[config.mk]
export PLATFORM = sky130hd
export DESIGN_NAME = spi_servo_command_deframer
export DESIGN_NICKNAME = d
export VERILOG_FILES = /design/src/ssdf_pkg.sv /design/src/ssdf_ram.sv /design/src/spi_servo_command_deframer.sv
export SDC_FILE = /design/constraint.sdc
export NUM_CORES = 1
export LEC_CHECK = 0
export BUFFER_PORTS_ARGS = -buffer_cell sky130_fd_sc_hd__clkbuf_2
export CAP_MARGIN = 20
export CORE_MARGIN = 3
export CORE_UTILIZATION = 54
export DETAILED_ROUTE_END_ITERATION = 6
export PLACE_DENSITY = 0.75
export SLEW_MARGIN = 20
export SYNTH_ARGS = -nofsm -noshare
export SYNTH_HDL_FRONTEND = slang
export SYNTH_SLANG_ARGS = --single-unit
[constraint.sdc]
create_clock -name clk_i -period 3.64 [get_ports clk_i]
set_clock_uncertainty 0.1 [all_clocks]
set_input_delay 0.182 -clock clk_i [delete_from_list [all_inputs] [get_ports clk_i]]
set_output_delay 0.182 -clock clk_i [all_outputs]
set_load 0.05 [all_outputs]
[src/ssdf_pkg.sv]
// Shared types and constants for the SPI servo command deframer.
`timescale 1ns / 1ps
package ssdf_pkg;

  // High byte that marks a start word
  localparam logic [7:0] START_MARK = 8'h23;

  // Configuration register indexes (paddr[3:2])
  localparam logic [1:0] REG_IDENTIFY_CODE   = 2'd0;
  localparam logic [1:0] REG_SERVO_MOVE_CODE = 2'd1;
  localparam logic [1:0] REG_IDENT_REPLY     = 2'd2;

  // Configuration reset values
  localparam logic [7:0]  IDENTIFY_CODE_RST   = 8'd1;
  localparam logic [7:0]  SERVO_MOVE_CODE_RST = 8'd2;
  localparam logic [15:0] IDENT_REPLY_RST     = 16'd257;

  // Result kinds
  typedef enum logic [1:0] {
    KIND_REPLY  = 2'd0,
    KIND_BYTE   = 2'd1,
    KIND_REJECT = 2'd2,
    KIND_FULL   = 2'd3
  } kind_e;

  // Sequencer states
  typedef enum logic [1:0] {
    ST_IDLE = 2'd0,
    ST_ONE  = 2'd1,
    ST_READ = 2'd2,
    ST_BYTE = 2'd3
  } state_e;

endpackage

[src/ssdf_ram.sv]
// Generic single-port-write, single-port-read RAM with registered read data.
`timescale 1ns / 1ps
module ssdf_ram #(
  parameter int WIDTH = 16,
  parameter int DEPTH = 20
) (
  input  logic                     clk_i,
  input  logic                     we_i,
  input  logic [$clog2(DEPTH)-1:0] waddr_i,
  input  logic [WIDTH-1:0]         wdata_i,
  input  logic                     re_i,
  input  logic [$clog2(DEPTH)-1:0] raddr_i,
  output logic [WIDTH-1:0]         rdata_o
);

  logic [WIDTH-1:0] mem_q [DEPTH];
  logic [WIDTH-1:0] rdata_q;

  // Write port
  always_ff @(posedge clk_i) begin
    if (we_i) begin
      mem_q[waddr_i] <= wdata_i;
    end
  end

  // Registered read, hold data between reads
  always_ff @(posedge clk_i) begin
    if (re_i) begin
      rdata_q <= mem_q[raddr_i];
    end
  end

  assign rdata_o = rdata_q;

endmodule

[src/spi_servo_command_deframer.sv]
// Top level of the SPI servo command deframer: message store, sequencer, config port.
//
//   Channel   Signals                                       Direction  Handshake
//   input     rx_word_i                                     in         in_valid_i / in_stall_o
//   output    kind_o reply_word_o servo_index_o             out        out_valid_o / out_stall_i
//             servo_byte_o last_o
//   config    psel penable pwrite paddr pwdata prdata pready in/out     APB, pready tied high
//
// A word that yields no result leaves the sequencer idle; one yielding a single result
// (reply, reject, full) is loaded from the ONE state. A servo move emits count byte
// writes: per payload word, one memory read in the READ state, then one BYTE state per
// byte. Output stalls hold the ONE and BYTE states; the output register lets a new word
// be taken while the last result still waits. No clearing pass after reset: the message
// store is only read at words written in the current message.
`timescale 1ns / 1ps
module spi_servo_command_deframer #(
  parameter int MSG_WORDS   = 20,
  parameter int SERVO_BYTES = 24
) (
  input  logic        clk_i,
  input  logic        rst_ni,
  // input word channel
  input  logic        in_valid_i,
  output logic        in_stall_o,
  input  logic [15:0] rx_word_i,
  // result channel
  output logic        out_valid_o,
  input  logic        out_stall_i,
  output logic [1:0]  kind_o,
  output logic [15:0] reply_word_o,
  output logic [4:0]  servo_index_o,
  output logic [7:0]  servo_byte_o,
  output logic        last_o,
  // configuration port
  input  logic        psel,
  input  logic        penable,
  input  logic        pwrite,
  input  logic [3:0]  paddr,
  input  logic [31:0] pwdata,
  output logic [31:0] prdata,
  output logic        pready
);
  import ssdf_pkg::*;

  localparam int AW = $clog2(MSG_WORDS);
  localparam int CW = $clog2(MSG_WORDS + 1);
  localparam int IW = $clog2(SERVO_BYTES + 1);

  // Configuration registers
  logic [7:0]  identify_code_q;
  logic [7:0]  servo_move_code_q;
  logic [15:0] ident_reply_q;
  logic        cfg_wr;

  // Sequencer and message state
  state_e         state_q, state_d;
  logic           in_msg_q, in_msg_d;
  logic [CW-1:0]  wcnt_q, wcnt_d;
  logic [7:0]     cmd_q;
  logic [7:0]     cnt_q;
  logic [7:0]     off_q;
  logic [IW-1:0]  idx_q, idx_d;
  kind_e          pend_q, pend_d;

  // Output register
  logic           out_valid_q, out_valid_d;
  kind_e          out_kind_q, out_kind_d;
  logic [15:0]    out_reply_q, out_reply_d;
  logic [4:0]     out_index_q, out_index_d;
  logic [7:0]     out_byte_q, out_byte_d;
  logic           out_last_q, out_last_d;
  logic           out_free;
  logic           out_load;

  // Decode of the incoming word
  logic           in_acc;
  logic           is_start;
  logic           msg_live;
  logic [7:0]     cmd_cur;
  logic [CW-1:0]  wcnt_n;
  logic [8:0]     need_words;
  logic           hit_id;
  logic           hit_move;
  logic           hit_full;
  logic           range_bad;
  logic           end_msg;

  // Memory access
  logic           ram_we;
  logic [AW-1:0]  ram_waddr;
  logic           ram_re;
  logic [IW:0]    rd_word;
  logic [AW-1:0]  ram_raddr;
  logic [15:0]    ram_rdata;
  logic [8:0]     byte_pos;
  logic           byte_last;

  // ---------------------------------------------------------------------------
  // Configuration port
  assign pready = 1'b1;
  assign cfg_wr = psel && penable && pwrite && pready;

  always_ff @(posedge clk_i or negedge rst_ni) begin
    if (!rst_ni) begin
      identify_code_q   <= IDENTIFY_CODE_RST;
      servo_move_code_q <= SERVO_MOVE_CODE_RST;
      ident_reply_q     <= IDENT_REPLY_RST;
    end else if (cfg_wr) begin
      case (paddr[3:2])
        REG_IDENTIFY_CODE:   identify_code_q   <= pwdata[7:0];
        REG_SERVO_MOVE_CODE: servo_move_code_q <= pwdata[7:0];
        REG_IDENT_REPLY:     ident_reply_q     <= pwdata[15:0];
        default: ;
      endcase
    end
  end

  // Read back the addressed register
  always_comb begin
    case (paddr[3:2])
      REG_IDENTIFY_CODE:   prdata = {24'd0, identify_code_q};
      REG_SERVO_MOVE_CODE: prdata = {24'd0, servo_move_code_q};
      REG_IDENT_REPLY:     prdata = {16'd0, ident_reply_q};
      default:             prdata = 32'd0;
    endcase
  end

  // ---------------------------------------------------------------------------
  // Decode the incoming word against the message held so far
  assign in_acc   = in_valid_i && !in_stall_o;
  assign is_start = (rx_word_i[15:8] == START_MARK);
  assign msg_live = in_msg_q || is_start;
  assign cmd_cur  = in_msg_q ? cmd_q : rx_word_i[7:0];
  assign wcnt_n   = in_msg_q ? wcnt_q + CW'(1) : CW'(1);

  // One less than the words needed: header pair plus ceil(count/2) payload words
  assign need_words = (({1'b0, cnt_q} + 9'd1) >> 1) + 9'd1;
  assign range_bad  = ({1'b0, off_q} + {1'b0, cnt_q}) > 9'(SERVO_BYTES);

  assign hit_id   = (cmd_cur == identify_code_q);
  assign hit_move = (cmd_cur == servo_move_code_q) && (wcnt_n > CW'(2)) &&
                    (9'(wcnt_n) > need_words);
  assign hit_full = (wcnt_n >= CW'(MSG_WORDS));
  assign end_msg  = in_acc && msg_live && (hit_id || hit_move || hit_full);

  // ---------------------------------------------------------------------------
  // Next state
  always_comb begin
    state_d = state_q;
    case (state_q)
      ST_IDLE: begin
        if (in_acc && msg_live) begin
          if (hit_id) begin
            state_d = ST_ONE;
          end else if (hit_move) begin
            if (range_bad) begin
              state_d = ST_ONE;
            end else if (cnt_q != 8'd0) begin
              state_d = ST_READ;
            end
          end else if (hit_full) begin
            state_d = ST_ONE;
          end
        end
      end
      ST_ONE: begin
        if (out_free) begin
          state_d = ST_IDLE;
        end
      end
      ST_READ: begin
        state_d = ST_BYTE;
      end
      ST_BYTE: begin
        if (out_free && byte_last) begin
          state_d = ST_IDLE;
        end else if (out_free && idx_q[0]) begin
          state_d = ST_READ;
        end
      end
      default: state_d = ST_IDLE;
    endcase
  end

  // ---------------------------------------------------------------------------
  // Sequencer outputs: handshake, memory ports, output register load
  assign out_free  = !out_valid_q || !out_stall_i;
  assign rd_word   = {1'b0, idx_q >> 1} + (IW + 1)'(2);
  assign byte_pos  = {1'b0, off_q} + 9'(idx_q);
  assign byte_last = (9'(idx_q) + 9'd1) == {1'b0, cnt_q};

  always_comb begin
    in_stall_o  = 1'b1;
    ram_we      = 1'b0;
    ram_waddr   = '0;
    ram_re      = 1'b0;
    ram_raddr   = AW'(rd_word);
    out_load    = 1'b0;
    out_kind_d  = out_kind_q;
    out_reply_d = out_reply_q;
    out_index_d = out_index_q;
    out_byte_d  = out_byte_q;
    out_last_d  = out_last_q;
    case (state_q)
      ST_IDLE: begin
        in_stall_o = 1'b0;
        ram_we     = in_valid_i;
        ram_waddr  = in_msg_q ? wcnt_q[AW-1:0] : '0;
      end
      ST_ONE: begin
        out_load    = out_free;
        out_kind_d  = pend_q;
        out_reply_d = (pend_q == KIND_REPLY) ? ident_reply_q : 16'd0;
        out_index_d = 5'd0;
        out_byte_d  = 8'd0;
        out_last_d  = 1'b1;
      end
      ST_READ: begin
        ram_re = 1'b1;
      end
      ST_BYTE: begin
        out_load    = out_free;
        out_kind_d  = KIND_BYTE;
        out_reply_d = 16'd0;
        out_index_d = byte_pos[4:0];
        out_byte_d  = idx_q[0] ? ram_rdata[15:8] : ram_rdata[7:0];
        out_last_d  = byte_last;
      end
      default: ;
    endcase
  end

  // Message bookkeeping
  always_comb begin
    in_msg_d = in_msg_q;
    wcnt_d   = wcnt_q;
    idx_d    = idx_q;
    pend_d   = pend_q;
    if (in_acc) begin
      in_msg_d = msg_live && !end_msg;
      wcnt_d   = (msg_live && !end_msg) ? wcnt_n : '0;
      idx_d    = '0;
      pend_d   = hit_id ? KIND_REPLY : (hit_move ? KIND_REJECT : KIND_FULL);
    end else if (state_q == ST_BYTE && out_free) begin
      idx_d = idx_q + IW'(1);
    end
  end

  assign out_valid_d = out_load || (out_valid_q && out_stall_i);

  // Control registers
  always_ff @(posedge clk_i or negedge rst_ni) begin
    if (!rst_ni) begin
      state_q     <= ST_IDLE;
      in_msg_q    <= 1'b0;
      wcnt_q      <= '0;
      idx_q       <= '0;
      pend_q      <= KIND_REPLY;
      out_valid_q <= 1'b0;
    end else begin
      state_q     <= state_d;
      in_msg_q    <= in_msg_d;
      wcnt_q      <= wcnt_d;
      idx_q       <= idx_d;
      pend_q      <= pend_d;
      out_valid_q <= out_valid_d;
    end
  end

  // Header and result payload registers
  always_ff @(posedge clk_i) begin
    if (in_acc && !in_msg_q) begin
      cmd_q <= rx_word_i[7:0];
    end
    if (in_acc && in_msg_q && wcnt_q == CW'(1)) begin
      cnt_q <= rx_word_i[7:0];
      off_q <= rx_word_i[15:8];
    end
    if (out_load) begin
      out_kind_q  <= out_kind_d;
      out_reply_q <= out_reply_d;
      out_index_q <= out_index_d;
      out_byte_q  <= out_byte_d;
      out_last_q  <= out_last_d;
    end
  end

  // ---------------------------------------------------------------------------
  // Message store
  ssdf_ram #(
    .WIDTH (16),
    .DEPTH (MSG_WORDS)
  ) u_msg_ram (
    .clk_i   (clk_i),
    .we_i    (ram_we),
    .waddr_i (ram_waddr),
    .wdata_i (rx_word_i),
    .re_i    (ram_re),
    .raddr_i (ram_raddr),
    .rdata_o (ram_rdata)
  );

  assign out_valid_o   = out_valid_q;
  assign kind_o        = out_kind_q;
  assign reply_word_o  = out_reply_q;
  assign servo_index_o = out_index_q;
  assign servo_byte_o  = out_byte_q;
  assign last_o        = out_last_q;

  // ---------------------------------------------------------------------------
  // Assertions

  // An open message always holds at least the start word and never fills up
  a_wcnt_range: assert property (@(posedge clk_i) disable iff (!rst_ni)
    in_msg_q |-> (wcnt_q != '0) && (wcnt_q < CW'(MSG_WORDS)))
    else $error("word count out of range while a message is open");

  // The byte burst never runs past the header count
  a_idx_below_count: assert property (@(posedge clk_i) disable iff (!rst_ni)
    (state_q == ST_BYTE) |-> (9'(idx_q) < {1'b0, cnt_q}))
    else $error("byte index beyond header count");

  // Payload reads stay inside the message store
  a_read_in_store: assert property (@(posedge clk_i) disable iff (!rst_ni)
    (state_q == ST_READ) |-> (32'(rd_word) < MSG_WORDS))
    else $error("payload read outside the message store");

  // A byte result is loaded only from freshly read payload data
  a_byte_after_read: assert property (@(posedge clk_i) disable iff (!rst_ni)
    (state_q == ST_BYTE) && !idx_q[0] |-> $past(state_q == ST_READ) || $past(state_q == ST_BYTE))
    else $error("byte emitted without a payload read");

endmodule

After elaboration in Yosys (flattened, before gate mapping)
Memories as Yosys holds them, arrays and structs flattened. A register that Yosys moved wholly into a read port is not among the register bits.
Cells that the tools add are included.
{ "word_totals": {"ram_bits": 320, "out_inout_bits": 67, "mem_count": 1, "reg_bits": 104} }
{ "classes": {"n_lt_le_gt_ge": 4, "n_eq_ne": 15, "n_reduce_logical": 36, "add_sub_neg": 8, "mux": 33} }
{ "mem_list": {"columns": ["name", "depth", "width", "rd", "rd_ports_with_merged_regs", "wr", "line_no", "source"], "rows": [
  ["u_msg_ram.mem_q", 20, 16, 1, 1, 1, "ssdf_ram.sv:16", "logic [WIDTH-1:0] mem_q [DEPTH];"]
]} }
{ "ops": {"columns": ["operator", "n"], "rows": [
  ["one-hot mux 16 bit (3 select lines)", 1],
  ["one-hot mux 16 bit (2 select lines)", 1],
  ["two-way mux 5 bit", 6],
  ["two-way mux 2 bit", 10],
  ["adder 8 x 1 -> 9 bit (second input constant)", 2],
  ["== test 8 bit", 2],
  ["two-way mux 16 bit", 1],
  ["two-way mux 8 bit", 2],
  ["one-hot mux 8 bit (2 select lines)", 1],
  ["logical AND 1 bit", 15],
  ["adder 5 x 1 -> 5 bit (second input constant)", 2],
  ["one-hot mux 5 bit (2 select lines)", 1],
  ["adder 8 x 8 -> 9 bit", 1],
  ["> comparator 5 x 9 -> 1 bit", 1],
  ["> comparator 9 x 5 -> 1 bit (second input constant)", 1],
  ["== test 6 x 8 -> 1 bit", 1],
  ["== test 8 x 6 -> 1 bit (second input constant)", 1],
  ["one-hot mux 2 bit (4 select lines)", 1],
  ["AND reduction 2 bit", 4],
  ["nonzero test 8 bit", 1],
  ["two-way mux 1 bit", 7],
  ["adder 5 x 1 -> 6 bit (second input constant)", 1],
  ["== test 2 bit (second input constant)", 3],
  ["logical NOT 2 bit", 3],
  ["18 further kinds", 27]
]} }

Depth between registers and ports, before layout
{ "logic_depth": {"ltp_word": 11, "depth_mapped": 16, "depth_no_buf": 15} }

Cells and area by module
From an unflattened synthesis, not the netlist that was laid out.
{ "unflattened": {"cells_unflattened": 1216, "area_unflattened_um2": 18816.8} }
{ "by_module_without_submodules": {"columns": ["mod", "seq_area_each_um2", "cells_each", "instances", "area_each_um2"], "rows": [
  ["ssdf_ram", 10089.7, 682, 1, 12941.2],
  ["spi_servo_command_deframer", 2887.8, 534, 1, 5875.6]
]} }

Worst setup path after synthesis
No wires, ideal clock.
{ "synth_path": {"path_kind": "register to register", "start": "register state_q[0]", "end": "memory u_msg_ram.mem_q[6][0], enable pin", "arrival_time_ns": 3.480, "setup_ns": 0.436, "stages_incl_launch_ff": 8, "path_slack_ns": -0.376, "synth_period_minus_slack_ns": 4.016, "n_path_buf": 1, "required_time_ns": 3.104, "cell_sequence": "dfrtp_1 -> clkbuf_1 -> nor2_1 -> inv_1 -> nor2_1 -> nand2_1 -> or3_1 -> nor4b_1"} }
{ "synth_between": {"elab_chain_len": 4, "elab_cells_between_ends": 5, "cone_classes": "4 x mux; 1 x reduce/logical"} }
{ "synth_rtl": {"columns": ["element", "line_no", "source"], "rows": [
  ["start: declaration", "spi_servo_command_deframer.sv:56", "state_e state_q, state_d;"],
  ["start signal: assignment", "spi_servo_command_deframer.sv:261", "state_q <= state_d;"],
  ["logical NOT 2 bit *", "spi_servo_command_deframer.sv:204", "case (state_q)"],
  ["two-way mux 1 bit", "spi_servo_command_deframer.sv:204", null],
  ["two-way mux 1 bit", "ssdf_ram.sv:21", "if (we_i) begin"],
  ["two-way mux 1 bit (implied by the code)", "ssdf_ram.sv:22", "mem_q[waddr_i] <= wdata_i;"],
  ["end: declaration", "ssdf_ram.sv:16", null]
]} }
Mark *: on every way between the ends. The rest lies on a longest branch, timed or not.

Final worst setup path
{ "layout_path": {"start": "register cnt_q[1]", "end": "register wcnt_q[2]"} }
{ "layout_between": {"elab_chain_len": 10} }
{ "layout_rtl": {"columns": ["element", "line_no", "source"], "rows": [
  ["start: declaration", "spi_servo_command_deframer.sv:60", "logic [7:0] cnt_q;"],
  ["start signal: assignment", "spi_servo_command_deframer.sv:276", "cnt_q <= rx_word_i[7:0];"],
  ["adder 8 x 1 -> 9 bit (2 in a row)", "spi_servo_command_deframer.sv:137", "assign need_words = (({1'b0, cnt_q} + 9'd1) >> 1) + 9'd1;"],
  ["> comparator 5 x 9 -> 1 bit", "spi_servo_command_deframer.sv:142", "(9'(wcnt_n) > need_words);"],
  ["logical AND 1 bit", "spi_servo_command_deframer.sv:141", "assign hit_move = (cmd_cur == servo_move_code_q) && (wcnt_n > CW'(2)) &&"],
  ["logical OR 1 bit (2 in a row)", "spi_servo_command_deframer.sv:144", "assign end_msg = in_acc && msg_live && (hit_id || hit_move || hit_full);"],
  ["logical AND 1 bit", "spi_servo_command_deframer.sv:144", null],
  ["logical NOT 1 bit", "spi_servo_command_deframer.sv:241", "wcnt_d = (msg_live && !end_msg) ? wcnt_n : '0;"],
  ["logical AND 1 bit", "spi_servo_command_deframer.sv:241", null],
  ["two-way mux 5 bit", "spi_servo_command_deframer.sv:241", null],
  ["end signal: assignment", "spi_servo_command_deframer.sv:263", "wcnt_q <= wcnt_d;"],
  ["end: declaration", "spi_servo_command_deframer.sv:58", "logic [CW-1:0] wcnt_q, wcnt_d;"]
]} }
Every way passes these cells.
A chain may end at the register's enable or synchronous reset.

==> results.toml <==
[critical_path]
crit_chain = "inv_1, ha_4, inv_1, or4_4, o21ai_2, xnor2_1, ha_1, o21a_1, o31ai_1, a2111oi_4, o2111ai_2, a31oi_4, nor2_2, a32o_1"
path_class = "reg -> reg"
crit_top_cell = "inv_1"
worstPathArrival_ps = 3810
worst-path-max-fanout = 6
critPathMaxStageDelay_ps = 490
rr_worst_depth = 14
cp-end-kind = "flop"
r2r_end = "wcnt_q[2]"
r2r_start = "cnt_q[1]"
r2r_slack_ps = 160
crit_required_ps = 3970
crit_path_start_kind = "flop"
cp_slowest_cell = "or4_4"

[synth]
synth_largest_area_cell = "edfxtp_1"
yosys-top-cells-area = "edfxtp_1 (62%), mux4_2 (10%), dfrtp_1 (6.4%)"
synthArstFlopShare_pct = 11.76
yosysWarnings = 0
synth-seq-cells = 408
synth_area_um2 = 17340
synth.top_cell.area_share_pct = 62.36
avgSynthCellArea_um2 = 17.46
syn_inst = 993
ys.flop_type = "edfxtp_1"
synth_edf_count = 360
ys_seq_area_share_pct = 69.31
yosys.cell_types.count = 73

[layout]
seqCellArea_um2 = 12020
final_cells = 1568
multiInputGateArea_um2 = 5022
fill_cells = 2141
diodes = 0
final_core_util_pct = 63.93
drive_gt1_share_pct = 28.50
synthToLayoutAreaGrowth_pct = 14.86
nNetsFinal = 1228

[pwr]
finalPower_mw = 10.01
max-vdd-ir-drop_v = 0.0004464
power.leakage_nw = 6.833
power_density_nw_per_um2 = 502.8

[min_path]
hp-class = "in -> async"

[clock_tree]
cts_root_buf = "clkbuf_16"
path_clk_slew_ps = 60
cts_htree_levels = 2
cts_inserted_buffers = 40
cts_buffer_depth = 3
clkLatencyLatePin_ps = 550
cts_tree = "done"
cts_num_sinks = 408

[sta]
period_share_pct = 95.60
timing.final.ws_setup_ps = 160.3
hold_viol_final = 0
drv_slew = 0
layout_min_cycle_time_ps = 3480
worst_pin_slew_ps = 888.7
fin_setup_tns_ps = 0
finalSetupViolCount = 0
fmax_ghz = 0.2874
maxSlewHeadroom_pct = 40.54

[placed_design]
dp.cells = 1473
dp_hpwl_um = 22310
place_congestion = 0.8385
post-place-ws_ps = 15.43
portBuffers = 90

[route]
antenna_left = 0
dr.pass1.iters = 5
vias = 9360
drc = 0
drt_iter0_markers = 912
drt-wirelength-per-cell_um = 23.74
detail_route.vias_per_cell = 5.969
wirelength_um = 37230

[global_route]
grt_pass1_vias = 9427
antenna_found_initial = 0
grt_use_met1_pct = 31.05
grt_max_degree = 70
met3_usage_pct = 3.594
grt-ovfl-total = 0
grt_use_total_pct = 22.15
grt_pass1_wl_um = 56450
top_usage_layer = "met2"
met2_usage_pct = 36.34

[die]
ios = 126
die-width_um = 185.2
start_util_pct = 55.66
fp.coreArea_um2 = 31150
dieHeight_um = 185.2
fp-row-count = 64
die_area_um2 = 34290

[status]
outcome = "completed"

[flow_run]
maxCapViolCount = 0
==> what timing repair did <==
item                                    4_1_cts  5_1_grt
hold endpoints to repair                     91        0
gates resized for setup                       0        7
hold buffers                                 21        0
endpoints found under the setup margin        0        9
setup buffers                                 0        3
==> worst max-delay path by stage <==
stage / from / to / slack, ps / cells after the start
floorplan: cnt_q[1] / wcnt_q[2] / 340 / 14
global placement: cnt_q[0] / wcnt_q[4] / 150 / 14
detailed placement: cnt_q[0] / wcnt_q[4] / 20 / 14
CTS: cnt_q[0] / wcnt_q[2] / 10 / 14
global route: cnt_q[1] / state_q[0] / -30 / 14
finish: cnt_q[1] / wcnt_q[2] / 160 / 14
==> placed cells by master (no fill, tap or decap), types with 21 or more instances in the layout <==
| cell type | instances |
|---|---|
| mux4_2 | 80 |
| edfxtp_1 | 360 |
| dfrtp_1 | 42 |
| mux2_2 | 33 |
| nand2_1 | 51 |
| clkbuf_16 | 40 |
| xnor2_1 | 26 |
| mux2i_1 | 39 |
| dlygate4sd3_1 | 21 |
| o21ai_0 | 32 |
| clkbuf_2 | 90 |
| nor2_1 | 51 |
| and2_1 | 26 |
| ha_1 | 22 |
| buf_4 | 40 |
==> layer usage <==
metal,routed length [um],share of wire (%),vias up
li1,-,-,4146
met1,15360,41,4775
met2,18380,49,370
met3,2403,6.5,69
met4,1082,2.9,0
met5,0,0,-
==> cell usage after synthesis (3+ instances only) <==
master,count
o21a_1,4
buf_1,6
or3_1,3
dfstp_2,4
nand3_1,18
nor4_1,6
nor2_1,51
nor4b_1,3
edfxtp_1,360
inv_1,19
and2_1,26
and3_1,3
buf_4,21
o21ai_0,33
buf_2,11
xnor2_1,26
nor2b_1,4
dfrtp_1,44
mux2i_2,3
a21o_1,3
mux2_2,33
nand2b_1,3
nand2_1,51
nor3_1,7
a32o_1,3
a31oi_1,3
clkbuf_1,21
xor2_1,12
o31ai_1,3
nand4_1,3
a21oi_1,13
o21ai_1,4
mux4_2,80
mux2i_1,40
ha_1,24
==> area by class of cell <==
class | instances | share of cell area (%)
Clock buffer | 53 | 5.372
Multi-Input combinational cell | 520 | 25.22
Sequential cell | 408 | 60.37
Clock inverter | 18 | 1.062
Inverter | 19 | 0.3582
Timing Repair Buffer | 154 | 5.127
Tap cell | 396 | 2.488
==> power by group <==
group          leakage [nW]  internal (mW)  total (mW)  switching (mW)
Sequential             3.83           5.23        5.32          0.0969
Combinational          2.38          0.251       0.664           0.413
Clock                 0.624           2.31        4.03            1.72
Total                  6.83           7.79        10.0            2.23
==> cell families (layout without fill, tap and decap cells) <==
| kind of cell | Yosys count | in the layout | synth area share [%] |
|---|---|---|---|
| compound gates | 87 | 87 | 3.428 |
| mux | 157 | 157 | 15.21 |
| fa+ha+maj | 26 | 26 | 1.963 |
| simple gates | 194 | 194 | 5.622 |
| buf+inv | 80 | 244 | 2.403 |
| flops | 408 | 408 | 69.31 |
| other cells | 2 | 17 | 0.04332 |
| xor+xnor | 39 | 39 | 2.014 |
==> registers in the layout, indices dropped and copies added, names as in the netlist, 8 cells and up <==
register / flops
off_q: 8
identify_code_q: 8
servo_move_code_q: 8
servo_byte_o: 8
u_msg_ram.mem_q: 288
cnt_q: 8
cmd_q: 8
reply_word_o: 16
u_msg_ram.rdata_o: 16
ident_reply_q: 16
==> through the flow <==
stage               area, um2  hold WS, ps
finish                  19910        21.89
global route            19910        44.57
CTS                     19860        23.27
detailed placement      18370        53.68
global placement        18370        53.58
floorplan               17400       -213.6
==> worst max-delay path, delay by kind of cell (launching register included) <==
kind / cells / cell delay (ps)
compound gates: 7 / 1330
xor+xnor: 1 / 100
fa+ha+maj: 2 / 630
buf+inv: 2 / 170
flops: 1 / 470
simple gates: 2 / 570
Note: power is estimated with default switching activity, not from simulation.
